$ cat config.mk
export PLATFORM = sky130hd
export DESIGN_NAME = sswi_cell
export DESIGN_NICKNAME = d
export VERILOG_FILES = /design/src/rtl/sswi_pkg.sv /design/src/rtl/sswi_cell.sv
export SDC_FILE = /design/constraint.sdc
export NUM_CORES = 1
export LEC_CHECK = 0
export BUFFER_PORTS_ARGS = -buffer_cell sky130_fd_sc_hd__buf_2
export CORE_UTILIZATION = 40
export CTS_CLUSTER_SIZE = 12
export DETAILED_ROUTE_END_ITERATION = 12
export PLACE_DENSITY_LB_ADDON = 0.2
export SLEW_MARGIN = 20
export SYNTH_ARGS = -nofsm -noshare
export SYNTH_HDL_FRONTEND = slang
export SYNTH_SLANG_ARGS = --single-unit
$ cat constraint.sdc
create_clock -name clk -period 7.6 [get_ports clk]
set_input_delay 1.14 -clock clk [delete_from_list [all_inputs] [get_ports clk]]
set_output_delay 1.14 -clock clk [all_outputs]
set_load 0.005 [all_outputs]
$ cat src/rtl/sswi_pkg.sv
// ----------------------------------------------------------------------------
// sswi_pkg: shared types for the stable sort with indices unit
// Cell contents and the per-cycle control word broadcast along the chain.
// ----------------------------------------------------------------------------
package sswi_pkg;

  localparam int ValueWidth = 32;
  localparam int IndexWidth = 6;

  typedef struct packed {
    logic                         vld;
    logic signed [ValueWidth-1:0] value;
    logic [IndexWidth-1:0]        idx;
  } cell_t;

  typedef struct packed {
    logic ins_en;
    logic shift_en;
  } ctrl_t;

endpackage

$ cat src/rtl/sswi_cell.sv
// ----------------------------------------------------------------------------
// sswi_cell: one slot of the insertion chain
// Holds one element. On insert it takes the new element or its left
// neighbor; on drain it takes its right neighbor.
// ----------------------------------------------------------------------------
module sswi_cell
  import sswi_pkg::*;
(
  input  logic  clk,
  input  logic  rst,
  input  ctrl_t ctrl,
  input  cell_t new_elem,
  input  cell_t left,
  input  logic  left_ins,
  input  cell_t right,
  output cell_t cur,
  output logic  ins
);

  cell_t cur_next;

  // equal values stay ahead of the new one, which keeps the order stable
  assign ins = !cur.vld || (new_elem.value < cur.value);

  always_comb begin
    cur_next = cur;
    if (ctrl.ins_en) begin
      if (ins) begin
        cur_next = left_ins ? left : new_elem;
      end
    end else if (ctrl.shift_en) begin
      cur_next = right;
    end
  end

  always_ff @(posedge clk) begin
    cur.value <= cur_next.value;
    cur.idx   <= cur_next.idx;
    if (rst) begin
      cur.vld <= 1'b0;
    end else begin
      cur.vld <= cur_next.vld;
    end
  end

endmodule

Yosys cells after proc, flatten, opt, wreduce, memory -nomap -nowiden:

Index checks and enable logic that the tools add are counted.
Widths: inputs -> output; s select.

* order comparisons: 1
* equal/unequal tests: 1
* mux-type cells: 4
* reductions and logical operators: 4

Operators with widths (count)
* $mux 39: 4
* $lt 32x32->1: 1
* $ne 2x1->1 const B: 1
* $reduce_and 2->1: 1
* $reduce_bool 2->1: 1
* $logic_not 1->1: 1
* $logic_or 1x1->1: 1

* register bits after elaboration: 39
* output and inout bits: 40
* word-level logic and storage cells: 13

Depth between registers and ports, before layout:

* depth after elaboration: 4
* depth in mapped cells: 8
* mapped depth without buffers: 8

Worst setup path after synthesis:

Ideal clock, no wire load.

* kind: input to output
* from: in new_elem[13] in the netlist's numbering
* to: out ins
* data arrival time: 2.628 ns
* required time: 6.460 ns
* slack: 3.832 ns
* stages on the path: 6
* path buffers: 0
* cell sequence: ha_1 -> nand4_1 -> o311a_1 -> o41ai_4 -> a21oi_2 -> mux2_4

* cells in the longest elaborated chain, start to end: 2

Ends and longest elaborated chain
* start: declaration: RTL line sswi_cell.sv:12 `input cell_t new_elem,`
* $lt 32x32->1: RTL line sswi_cell.sv:23 `assign ins = !cur.vld || (new_elem.value < cur.value);`
* $logic_or 1x1->1: RTL line sswi_cell.sv:23
* end: declaration: RTL line sswi_cell.sv:17 `output logic ins`

Every way passes these cells.

Final worst setup path:

* from: in new_elem[37] in the netlist's numbering
* to: out ins

Same word-level chain as after synthesis.

==> impl_metrics.yaml <==
sta:
  clock.fmax_ghz: 0.241
  setup_viol_count_final: 0
  skew_ns: 0.00586
  finalHoldViolCount: 0
  grt_setup_unrepaired: "false"
  relSlewSlack: 0.390
  setup_tns_ns: 0
  finalWorstPathRequiredPeriod_ns: 4.14
  finalCritPeriodShare: 0.545
  slew_viol_final: 0
  tightest_slew_ns: 0.915
global_route:
  grt_max_degree: 82
  grt_pass1_vias: 2465
  track_usage: 0.186
  grt_pass1_wl_mm: 10.9
  antenna_found_initial: 0
  grt_overflow: 0
pwr:
  fin_total_pwr_uw: 602
  p_per_area_mw_per_mm2: 157
  peakVddDrop_mv: 0.0643
  power.leakage_uw: 0.00200
  p_clk_frac: 0.227
  p_seq_frac: 0.464
  power.internal_uw: 420
  p_comb_frac: 0.309
  switching_share: 0.303
  p_sw_uw: 183
cells_and_area:
  top_register: "cur"
  n_antenna_cell: 0
  reg.largest.list: "cur: 39 flops"
  largest_reg_flops: 39
  postLayoutCoreUtil: 0.557
  layout.cells.non_filler: 549
  area_growth_pct: 33.5
  final_nets: 605
  drive_gt1_frac: 0.384
  fillers: 664
floorplan:
  die_area_mm2: 0.00751
  core_mm2: 0.00687
  die_h_um: 86.7
  fp-row-count: 30
  io_pins: 162
  die_x_um: 86.7
  initial_core_util: 0.417
drt:
  drt-total-wl_mm: 6.88
  remaining_drc_errors: 0
  dr.pass1.iters: 4
  vias: 2662
  viasPerCell: 4.85
  wl_per_cell_um: 12.5
  initialDrtViolationCount: 65
  ant_nets: 0
clock_tree:
  clock_latency_ns: 0.29
  hold_buffers: 0
  clock_path_buffers: 2
  root_buffer: "clkbuf_8"
  post-cts-setup-buffers: 0
  cts_sinks: 39
  numCtsBuffers: 5
  clkTransAtPathRegs_ns: 0.08
  tritoncts: "done"
  htreeDepth: 2
  ctsResizeCount: 0
worst_hold_path:
  min_path_type: "register to register"
placed_design:
  port_buffers: 161
  dp_hpwl_mm: 5.37
  dpl.cell_count: 541
  globalplace.congestion: 0.719
critical_path:
  timing.rr.end: "cur[15]"
  start_kind: "input pin"
  critPathKind: "input pin to output pin"
  endpoint: "ins"
  r2r.worst_path.cells: 8
  worstPathRequired_ns: 6.46
  critPathArrivalTime_ns: 3.00
  cp-end-kind: "output pin"
  critPathLaunch: "new_elem[37]"
  r2r-start: "cur[37]"
  r2r_setup_slack_ns: 4.73
  critPathMaxFanout: 6
status:
  status: "finished, final reports clean"
synth:
  async_reset_ff_frac: 0
  yosysWarnings: 0
  synth.avg_cell_area_um2: 9.65
  syn_nets: 450
  syn_inst: 297
  synthesis.area_mm2: 0.00287
  synth_flop_cell: "edfxtp_1"
  synth_edf_count: 38
  synth_cell_types: 33
  seq_area_frac_synth: 0.405
  synth_seq_cells: 39
run:
  drv_cap: 0
## layer usage
metal	GRT usage	wire, µm	up-vias
met1	0.222	3020	1176
li1	-	-	1375
met4	0.0606	89	0
met5	0	0	-
met2	0.332	3280	104
met3	0.0390	482	7
## kinds of logic after synthesis
| family | Yosys count | share of synthesized area |
|---|---|---|
| mux | 41 | 0.145 |
| buf+inv | 46 | 0.0620 |
| fa+ha+maj | 31 | 0.135 |
| compound gates | 67 | 0.138 |
| flops | 39 | 0.405 |
| simple gates | 73 | 0.114 |
## placed cells by master, fill, tap and decap left out
cell type | netlist | layout
a211o_1 | 1 | 1
a211oi_1 | 1 | 1
a21o_1 | 1 | 1
a21oi_1 | 53 | 53
a21oi_2 | 1 | 1
a221oi_2 | 1 | 1
a31oi_1 | 1 | 1
and3_1 | 1 | 1
and3b_2 | 0 | 1
buf_2 | 4 | 160
buf_4 | 0 | 2
clkbuf_1 | 10 | 1
clkbuf_8 | 0 | 5
clkinv_1 | 0 | 2
dfxtp_1 | 1 | 1
edfxtp_1 | 38 | 38
ha_1 | 31 | 31
inv_1 | 32 | 32
mux2_2 | 1 | 1
mux2_4 | 1 | 1
mux2i_1 | 39 | 39
nand2_1 | 10 | 10
nand3_1 | 3 | 3
nand3b_1 | 2 | 2
nand4_1 | 6 | 6
nor2_1 | 43 | 43
nor3_1 | 2 | 2
nor4_1 | 1 | 1
o211ai_2 | 1 | 1
o21ai_0 | 4 | 4
o21bai_1 | 1 | 1
o311a_1 | 1 | 1
o41ai_4 | 1 | 1
or2b_1 | 2 | 2
or3_1 | 1 | 1
or4_1 | 1 | 1
## per-stage QoR
step / worst slack, ns / hold WS (ns) / instance area, µm²
2_1_floorplan: 3.83 / 0.637 / 2870
3_3_place_gp: 3.49 / 0.668 / 3740
3_5_place_dp: 3.46 / 0.677 / 3740
4_1_cts: 3.45 / 0.695 / 3820
5_1_grt: 3.33 / 0.768 / 3830
6_report: 3.46 / 0.687 / 3830
## how the worst min path moves through the flow
stage                     startpoint  endpoint  slack (ns)  cells after the start
after floorplan              cur[38]   cur[38]        0.64                      4
after global placement       cur[38]   cur[38]        0.67                      4
after detailed placement     cur[38]   cur[38]        0.68                      4
after CTS                    cur[38]   cur[38]        0.69                      4
after global routing         cur[38]   cur[38]        0.77                      4
final                        cur[38]   cur[38]        0.69                      4
## critical path: stages
cell	delay (ns)
buf_2	0.11
ha_1	0.37
nand4_1	0.22
nor2_1	0.09
a221oi_2	0.27
o211ai_2	0.18
a21oi_2	0.17
mux2_4	0.31
buf_2	0.13
## area by class of cell
cell class | count | area (µm²) | share of cell area
Tap cell | 96 | 120 | 0.0314
Clock inverter | 2 | 7.51 | 0.00196
Multi-Input combinational cell | 212 | 1530 | 0.400
Clock buffer | 6 | 72.6 | 0.0190
Sequential cell | 39 | 1160 | 0.303
Timing Repair Buffer | 162 | 816 | 0.213
Inverter | 32 | 120 | 0.0314
## power by group through the flow
stage	registers, µW	logic (µW)	clock network, µW
after floorplan	287	103	0
after global placement	283	184	0
after detailed placement	285	188	0
after CTS	280	189	141
after global routing	283	213	147
final	280	186	137
## synthesized netlist by cell type (2+ instances only)
master	n	area [µm²]
clkbuf_1	10	37.5
nand2_1	10	37.5
or2b_1	2	15.0
nor2_1	43	161
edfxtp_1	38	1140
nand3_1	3	15.0
nor3_1	2	10.0
ha_1	31	388
nand3b_1	2	15.0
nand4_1	6	37.5
mux2i_1	39	390
buf_2	4	20.0
inv_1	32	120
a21oi_1	53	265
o21ai_0	4	20.0
Note: power is estimated with default switching activity, not from simulation.
